**src/hdl/free_page_run_search_core_assert.svh**
```systemverilog
// Assertion shorthands; each expects clk and rst in the enclosing module.
`ifndef FREE_PAGE_RUN_SEARCH_CORE_ASSERT_SVH
`define FREE_PAGE_RUN_SEARCH_CORE_ASSERT_SVH

// Consequent checked in the same cycle as the antecedent.
`define FPRS_ASSERT_NOW(label, ante, cons, msg) \
  label: assert property (@(posedge clk) disable iff (rst) (ante) |-> (cons)) \
    else $error(msg);

// Consequent checked in the cycle after the antecedent.
`define FPRS_ASSERT_NEXT(label, ante, cons, msg) \
  label: assert property (@(posedge clk) disable iff (rst) (ante) |=> (cons)) \
    else $error(msg);

`endif

```
**src/hdl/fprs_pkg.sv**
```systemverilog
`default_nettype none
package fprs_pkg;

  localparam int PAGE_ENTRIES = 1024;
  localparam int PAGE_AW      = $clog2(PAGE_ENTRIES);
  localparam int START_W      = 10;
  localparam int COUNT_W      = 11;

  localparam logic [1:0] MODE_SEARCH    = 2'd0;
  localparam logic [1:0] MODE_MARK_USED = 2'd1;
  localparam logic [1:0] MODE_MARK_FREE = 2'd2;

  typedef struct packed {
    logic [1:0]         mode;
    logic [START_W-1:0] start_page;
    logic [COUNT_W-1:0] page_count;
  } cmd_t;

  typedef struct packed {
    logic               found;
    logic [START_W-1:0] run_start;
  } result_t;

  typedef struct packed {
    logic               we;
    logic [PAGE_AW-1:0] waddr;
    logic               wdata;
    logic [PAGE_AW-1:0] raddr;
  } ram_req_t;

endpackage
`default_nettype wire

```
**src/hdl/free_page_run_search_core.sv**
```systemverilog
`default_nettype none
// Channel  Dir  Beat content
// s_*      in   tuser: mode; tdata: start_page, page_count
// m_*      out  tuser: found; tdata: run_start
//
// After reset a clearing pass writes every page free, one page a cycle;
// s_tready stays low until it ends.
// A search reads one page bit per cycle from start_page upward through
// the page RAM, whose read port is registered.
// A mark writes one page per cycle, min(page_count, pages left) pages in all.
// One beat is worked at a time; a finished result waits in the output
// register, and the next beat is taken while it is held by m_tready low.
module free_page_run_search_core (
  input  wire logic        clk,
  input  wire logic        rst,
  input  wire logic        s_tvalid,
  output logic             s_tready,
  input  wire logic [23:0] s_tdata,   // [9:0] start_page, [20:10] page_count, rest zero
  input  wire logic [1:0]  s_tuser,   // [1:0] mode
  output logic             m_tvalid,
  input  wire logic        m_tready,
  output logic [15:0]      m_tdata,   // [9:0] run_start, rest zero
  output logic             m_tuser    // [0] found
);
  import fprs_pkg::*;

  cmd_t     cmd;
  result_t  res;
  result_t  out_res;
  ram_req_t ram_req;
  logic     ram_rdata;
  logic     res_valid;
  logic     res_taken;

  // Unpack the command beat.
  assign cmd.mode       = s_tuser;
  assign cmd.start_page = s_tdata[START_W-1:0];
  assign cmd.page_count = s_tdata[START_W +: COUNT_W];

  // Load a finished result into the output register whenever it is empty or being drained.
  assign res_taken = res_valid && (!m_tvalid || m_tready);

  fprs_walker u_walker (
    .clk       (clk),
    .rst       (rst),
    .cmd_valid (s_tvalid),
    .cmd_ready (s_tready),
    .cmd       (cmd),
    .res_valid (res_valid),
    .res_taken (res_taken),
    .res       (res),
    .ram_req   (ram_req),
    .ram_rdata (ram_rdata)
  );

  fprs_page_ram #(
    .DEPTH (PAGE_ENTRIES),
    .AW    (PAGE_AW)
  ) u_page_ram (
    .clk   (clk),
    .we    (ram_req.we),
    .waddr (ram_req.waddr),
    .wdata (ram_req.wdata),
    .raddr (ram_req.raddr),
    .rdata (ram_rdata)
  );

  always_ff @(posedge clk) begin
    if (rst) begin
      m_tvalid <= 1'b0;
    end else if (res_taken) begin
      m_tvalid <= 1'b1;
    end else if (m_tready) begin
      m_tvalid <= 1'b0;
    end
  end

  // Hold the result until the beat is taken.
  always_ff @(posedge clk) begin
    if (res_taken) begin
      out_res <= res;
    end
  end

  assign m_tuser = out_res.found;
  assign m_tdata = 16'(out_res.run_start);

endmodule
`default_nettype wire

```
**src/hdl/fprs_page_ram.sv**
```systemverilog
`default_nettype none
module fprs_page_ram #(
  parameter int DEPTH = 1024,
  parameter int AW    = $clog2(DEPTH)
) (
  input  wire logic          clk,
  input  wire logic          we,
  input  wire logic [AW-1:0] waddr,
  input  wire logic          wdata,
  input  wire logic [AW-1:0] raddr,
  output logic               rdata
);

  logic mem [DEPTH];

  always_ff @(posedge clk) begin
    if (we) begin
      mem[waddr] <= wdata;
    end
    rdata <= mem[raddr];
  end

endmodule
`default_nettype wire

```
**src/hdl/fprs_walker.sv**
```systemverilog
`default_nettype none
`include "free_page_run_search_core_assert.svh"
module fprs_walker (
  input  wire logic               clk,
  input  wire logic               rst,
  input  wire logic               cmd_valid,
  output logic                    cmd_ready,
  input  wire fprs_pkg::cmd_t     cmd,
  output logic                    res_valid,
  input  wire logic               res_taken,
  output fprs_pkg::result_t       res,
  output fprs_pkg::ram_req_t      ram_req,
  input  wire logic               ram_rdata
);
  import fprs_pkg::*;

  localparam logic [PAGE_AW-1:0] LAST_PAGE = PAGE_AW'(PAGE_ENTRIES - 1);

  typedef enum logic [4:0] {
    ST_CLEAR = 5'b00001,
    ST_IDLE  = 5'b00010,
    ST_SCAN  = 5'b00100,
    ST_MARK  = 5'b01000,
    ST_DONE  = 5'b10000
  } state_t;

  state_t             state;
  logic [PAGE_AW:0]   cur;       // walk pointer, one bit wider to hold the table end
  logic [COUNT_W-1:0] remain;
  logic [COUNT_W-1:0] need;
  logic [COUNT_W-1:0] run;
  logic [PAGE_AW-1:0] begin_pg;
  logic               chk_vld;
  logic [PAGE_AW-1:0] chk_page;
  logic               mark_val;
  logic               cur_in_table;
  logic               start_out;
  logic [COUNT_W-1:0] run_inc;

  assign cur_in_table = 32'(cur) < PAGE_ENTRIES;
  assign start_out    = 32'(cmd.start_page) >= PAGE_ENTRIES;
  assign run_inc      = run + COUNT_W'(1);

  assign cmd_ready = (state == ST_IDLE);
  assign res_valid = (state == ST_DONE);

  always_comb begin
    ram_req.we    = 1'b0;
    ram_req.waddr = cur[PAGE_AW-1:0];
    ram_req.wdata = 1'b0;
    ram_req.raddr = cur[PAGE_AW-1:0];
    unique case (state)
      ST_CLEAR: ram_req.we = 1'b1;
      ST_MARK: begin
        ram_req.we    = 1'b1;
        ram_req.wdata = mark_val;
      end
      default: ;
    endcase
  end

  always_ff @(posedge clk) begin
    if (rst) begin
      state   <= ST_CLEAR;
      cur     <= '0;
      chk_vld <= 1'b0;
    end else begin
      unique case (state)
        ST_CLEAR: begin
          if (cur[PAGE_AW-1:0] == LAST_PAGE) begin
            state <= ST_IDLE;
          end else begin
            cur <= cur + 1'b1;
          end
        end
        ST_IDLE: begin
          if (cmd_valid) begin
            res     <= '0;
            chk_vld <= 1'b0;
            run     <= '0;
            cur     <= (PAGE_AW + 1)'(cmd.start_page);
            remain  <= cmd.page_count;
            need    <= (cmd.page_count == '0) ? COUNT_W'(1) : cmd.page_count;
            state   <= ST_DONE;
            case (cmd.mode) inside
              MODE_SEARCH: begin
                if (!start_out) state <= ST_SCAN;
              end
              MODE_MARK_USED, MODE_MARK_FREE: begin
                mark_val <= (cmd.mode == MODE_MARK_USED);
                if (!start_out && cmd.page_count != '0) state <= ST_MARK;
              end
              default: ;
            endcase
          end
        end
        ST_SCAN: begin
          // Issue the next read while checking the bit that came back.
          chk_vld  <= cur_in_table;
          chk_page <= cur[PAGE_AW-1:0];
          if (cur_in_table) cur <= cur + 1'b1;
          if (chk_vld) begin
            if (ram_rdata) begin
              run <= '0;
            end else begin
              if (run == '0) begin_pg <= chk_page;
              run <= run_inc;
            end
            if (!ram_rdata && run_inc >= need) begin
              res.found     <= 1'b1;
              res.run_start <= START_W'((run == '0) ? chk_page : begin_pg);
              state         <= ST_DONE;
              chk_vld       <= 1'b0;
            end else if (chk_page == LAST_PAGE) begin
              state   <= ST_DONE;
              chk_vld <= 1'b0;
            end
          end
        end
        ST_MARK: begin
          if (remain == COUNT_W'(1) || cur[PAGE_AW-1:0] == LAST_PAGE) begin
            state <= ST_DONE;
          end else begin
            cur    <= cur + 1'b1;
            remain <= remain - 1'b1;
          end
        end
        ST_DONE: begin
          if (res_taken) state <= ST_IDLE;
        end
        default: state <= ST_IDLE;
      endcase
    end
  end

  `FPRS_ASSERT_NOW(a_scan_no_write, state == ST_SCAN, !ram_req.we, "write during scan")
  `FPRS_ASSERT_NEXT(a_chk_from_scan, state != ST_SCAN, !chk_vld, "stray check outside scan")
  `FPRS_ASSERT_NOW(a_clear_blocks, state == ST_CLEAR, !cmd_ready && !res_valid,
                   "item taken during clearing pass")
  `FPRS_ASSERT_NOW(a_found_order,
                   res_valid && res.found && chk_vld == 1'b0 && state == ST_DONE,
                   32'(res.run_start) < PAGE_ENTRIES, "found run outside table")

endmodule
`default_nettype wire

```
**config.mk**
```make
export PLATFORM = sky130hd
export DESIGN_NAME = free_page_run_search_core
export DESIGN_NICKNAME = d
export VERILOG_FILES = /design/src/hdl/fprs_pkg.sv /design/src/hdl/free_page_run_search_core.sv /design/src/hdl/fprs_page_ram.sv /design/src/hdl/fprs_walker.sv
export VERILOG_INCLUDE_DIRS = /design/src /design/src/hdl
export SDC_FILE = /design/constraint.sdc
export NUM_CORES = 2
export LEC_CHECK = 0
export ABC_CLOCK_PERIOD_IN_PS = 11800
export BUFFER_PORTS_ARGS = -buffer_cell sky130_fd_sc_hd__buf_2
export CAP_MARGIN = 25
export CORE_MARGIN = 10
export CORE_UTILIZATION = 63
export DETAILED_ROUTE_END_ITERATION = 7
export PLACE_DENSITY_LB_ADDON = 0.05
export SLEW_MARGIN = 30
export SYNTH_ARGS = -nofsm -noshare
export SYNTH_HDL_FRONTEND = slang
export SYNTH_SLANG_ARGS = --single-unit
```
**constraint.sdc**
```tcl
create_clock -name clk -period 11.8 [get_ports clk]
set_clock_uncertainty 0.2 [all_clocks]
set_input_delay 1.18 -clock clk [delete_from_list [all_inputs] [get_ports clk]]
set_output_delay 1.18 -clock clk [all_outputs]
set_load 0.1 [all_outputs]
```
==> results <==
- In the finished design, the share of the clock period the worst path needs comes to 41.8%.
- The worst-case IR drop observed on VDD is 0.164 mV.
- After routing, the total negative slack on setup checks comes to 0 ns.
- The worst-case register-to-register setup slack is 6.86 ns.
- Summing the sequential cell areas from Yosys gives 67.9% of the chip area.
- Yosys mapped a number of flops with a built-in enable equal to 1,100.
- The logic depth of the worst register-to-register path is 10.
- The number of stages on the worst hold path is 0.
- At the worst endpoint, the required time is 12.13 ns.
- The H-tree generated during clock tree synthesis spans 3 levels.
- The transition time at the pin with the least slew margin is 1.02 ns.
- The origin of the critical flop-to-flop path is u_walker.cur[1].
- The terminus of the critical flop-to-flop path is u_page_ram.rdata.
- During I/O placement, the number of pins put on the boundary was 49.
- Summed over all layers, the global routing overflow is 0.
- The final count of pins violating max slew is 0.
- The cell at the slowest stage of the critical path is sky130_fd_sc_hd__buf_4.
- The global-route wire length before repair is between 150,000 and 200,000 microns.
- The total of fill cells in the finished design is roughly 5,500.
- The share of the synthesized area in the top cell type is between 60 and 70%.
- For this design the static power due to leakage is 0.0161 uW.
- Post-CTS repair changed the size of 0 cells.
- Counting I/O delays and the setup requirement, the final critical path takes 4.94 ns.
- From left edge to right edge, the die measures between 200 and 300 microns.
- The die height is ~300 microns.
- The data arrival time of the worst path is 5.27 ns.
- The count of routing violations after the opening detailed-route iteration is ~4,300.
- The kind of critical path is flop to flop.
- The die covers 89,700 sq um.
- Tracing the worst setup path back leads to its startpoint at u_walker.cur[1].
- In the layout the commonest cells are sky130_fd_sc_hd__nor2_1 (1,102), sky130_fd_sc_hd__edfxtp_1 (1,100), sky130_fd_sc_hd__mux2i_1 (456).
- The tool flagged a number of max-cap violations equal to 0.
- The critical path goes through buf_12 > buf_4 > buf_4 > mux2i_1 > o22ai_1 > nor3_1 > nand4_1 > o2111ai_1 > o2111a_1 > nand4_1.
- After detailed routing, the number of vias per cell comes to around 6.5.
- The later pin in the worst-skew pair is clocked with a latency of 0.68 ns.
- The total instance count after detailed placement is 4,610.
- The sum of net half-perimeters after detailed placement is 70,400 microns.
- The clock buffer count from CTS is 112.
- The final weighted congestion in routability-driven placement is 0.813.
- After clock tree synthesis, the clock-pin slew on the worst setup and hold paths is ~0.06 ns.
- The most common cell after layout, fill and taps aside is sky130_fd_sc_hd__nor2_1.
- After the flow finishes, the layout carries non-filler instances totaling 4,816.
- From synthesis to final layout, the design area changed by 8.49%.
- The cell count after synthesis is between 3,000 and 4,000.
- The synthesized area divided by synthesized cell count is 13.0 sq um.
- The total power divided by cell area is 166 nW/um^2.
- The CTS sink count is about 1,100.
- The element type at the critical path end is a flop.
- By area the synthesized netlist is led by sky130_fd_sc_hd__edfxtp_1 (67%), sky130_fd_sc_hd__mux2i_1 (9.3%), sky130_fd_sc_hd__nor2_1 (8.4%).
- Hold repair after CTS inserted 0 buffers.
- The pin count of the biggest net entering global routing is 309.
- The maximum root-to-sink buffer count is 3.
- Global routing consumed, over all layers together, slightly below 30% of the routing resources.
- The per-cell routed wire length is 28.2 microns.
- The worst path buffer plus inverter count is 3.
- The post-detailed-route count of antenna-violating nets is 0.
- Cells fill between 60 and 70% of the core in the end.
- The cell area that synthesis handed to floorplanning was 49,200 sq um.
- The biggest area contributor in the post-synthesis netlist is sky130_fd_sc_hd__edfxtp_1.
- TritonCTS built the clock tree.
- The detailed-route DRC error count is 0.
- After synthesis the netlist holds a flip-flop and latch count of 1,119.
- The routed layout has 31,400 vias.
- The netlist uses 70 different library cells.
- The first-pass detailed-route iteration total is 5.
- Along the worst path, the maximum fanout reaches 111.
- The flow ran to the end, and the final reports show no timing, DRC or antenna violations.
- Setup repair after global routing left no endpoint under its margin.
- Wires add up to between 100,000 and 150,000 microns.
- For this run, the slowest stage of the critical path takes 0.80 ns.
- The number of antenna violations at the first check in global routing was 1.
- The number of port buffers is 39.
- The sort of element at the start of the critical path is a flop.
- For hold timing, the worst endpoint is m_tuser.
- The type of the worst min-delay path is flop to flop.
- The count of final setup violators is 0.
- The number of cell rows is between 100 and 150.
- The proportion of register bits with asynchronous set or reset after synthesis is 0%.
- The tightest hold path in the finished design has a slack of 0.218 ns.
- The post-CTS setup buffer count is 0.
- The number of global-route vias before repair is 30,200.
- The number of warnings reported in the yosys synthesis log is 0.
- Static timing analysis puts the maximum clock frequency at 0.203 GHz.
- The initial utilization of the core area, before any placement, comes to a little under two thirds.
- Cells with a size suffix above 1 make up 11.0% of the layout.
- The family of cells with the greatest summed delay on the critical path is buffers and inverters.
- For this run, the leading register cell type out of synthesis is sky130_fd_sc_hd__edfxtp_1.
- The hold path startpoint is u_walker.res[10].
- The number of nets at the end of the flow is 3,738.
- The CTS root buffer is sky130_fd_sc_hd__clkbuf_16.
- The worst pin sits at a relative slew slack of roughly a third.
- The floorplan step defined a core boundary enclosing about 77,000 sq um.
- The count of final hold-check violations is 0.
[routing by layer]
metal | global-route usage, % | up-vias | wire length [microns]
met2 | 47.2 | 1888 | 63400
met5 | 0 | - | 0
li1 | - | 13500 | -
met3 | 6.17 | 315 | 16400
met1 | 39.8 | 15700 | 50500
met4 | 12.2 | 0 | 5370
[synth_stat cells (all sizes together) (6+ instances only)]
library cell	n
a211oi	16
a21oi	20
a31oi	6
and2	20
and3	8
buf	122
clkbuf	227
dfxtp	19
edfxtp	1100
ha	21
inv	30
mux2	10
mux2i	456
mux4	32
nand2	114
nand3	31
nand4	17
nand4b	9
nand4bb	6
nor2	1103
nor2b	18
nor3	43
nor3b	6
nor4	38
o2111ai	9
o21ai	42
o22ai	188
or3	6
or4	9
xnor2	12
xor2	6
[cell families (layout without fill, tap and decap cells)]
logic type	count (synthesis)	count (layout)	synth area share [%]
compound gates	313	313	4.08
xor+xnor	18	18	0.320
fa+ha+maj	21	21	0.534
buf+inv	380	353	3.83
flops	1119	1119	67.9
mux	498	498	11.0
other cells	1	8	0.00762
simple gates	1446	1446	12.3
[layout make-up]
class / count / area, sq um / area share (%)
multi-input combinational: 2302 / 14100 / 26.5
sequential: 1119 / 33400 / 62.6
clock buffer: 133 / 2950 / 5.52
antenna: 2 / 5.00 / 0.00938
clock inverter: 68 / 523 / 0.980
timing repair buffer: 121 / 916 / 1.72
inverter: 31 / 116 / 0.218
tap: 1040 / 1300 / 2.44
[per-stage QoR]
step	power, uW	area (sq um)	setup WS [ns]
final	8840	53400	6.86
after detailed placement	5510	49700	6.98
after global routing	9070	53400	6.75
after global placement	5500	49700	6.88
after CTS	8850	53200	6.97
after floorplan	5260	49200	2.35
[flip-flops by register name, indices dropped and copies added, names as in the netlist]
name,flops
m_tvalid,1
u_walker.begin_pg,10
m_tuser,1
u_walker.run,11
m_tdata,10
u_walker.need,11
u_walker.state,5
u_walker.cur,11
u_walker.remain,11
u_walker.res,11
u_page_ram.rdata,1
u_page_ram.mem,1024
u_walker.chk_page,10
u_walker.chk_vld,1
u_walker.mark_val,1
[worst max-delay path by stage]
stage,to,cells after the start
after detailed placement,u_page_ram.rdata,10
final,u_page_ram.rdata,10
after CTS,u_page_ram.rdata,10
after global placement,u_page_ram.rdata,9
after floorplan,u_page_ram.mem[0],4
after global routing,u_page_ram.rdata,10
[power by group]
| part | internal, uW | switching (uW) | total, uW |
|---|---|---|---|
| clock network | 1920 | 1470 | 3390 |
| logic | 401 | 714 | 1110 |
| registers | 4310 | 28.5 | 4340 |
No activity file was read; power rests on OpenSTA's default activity.
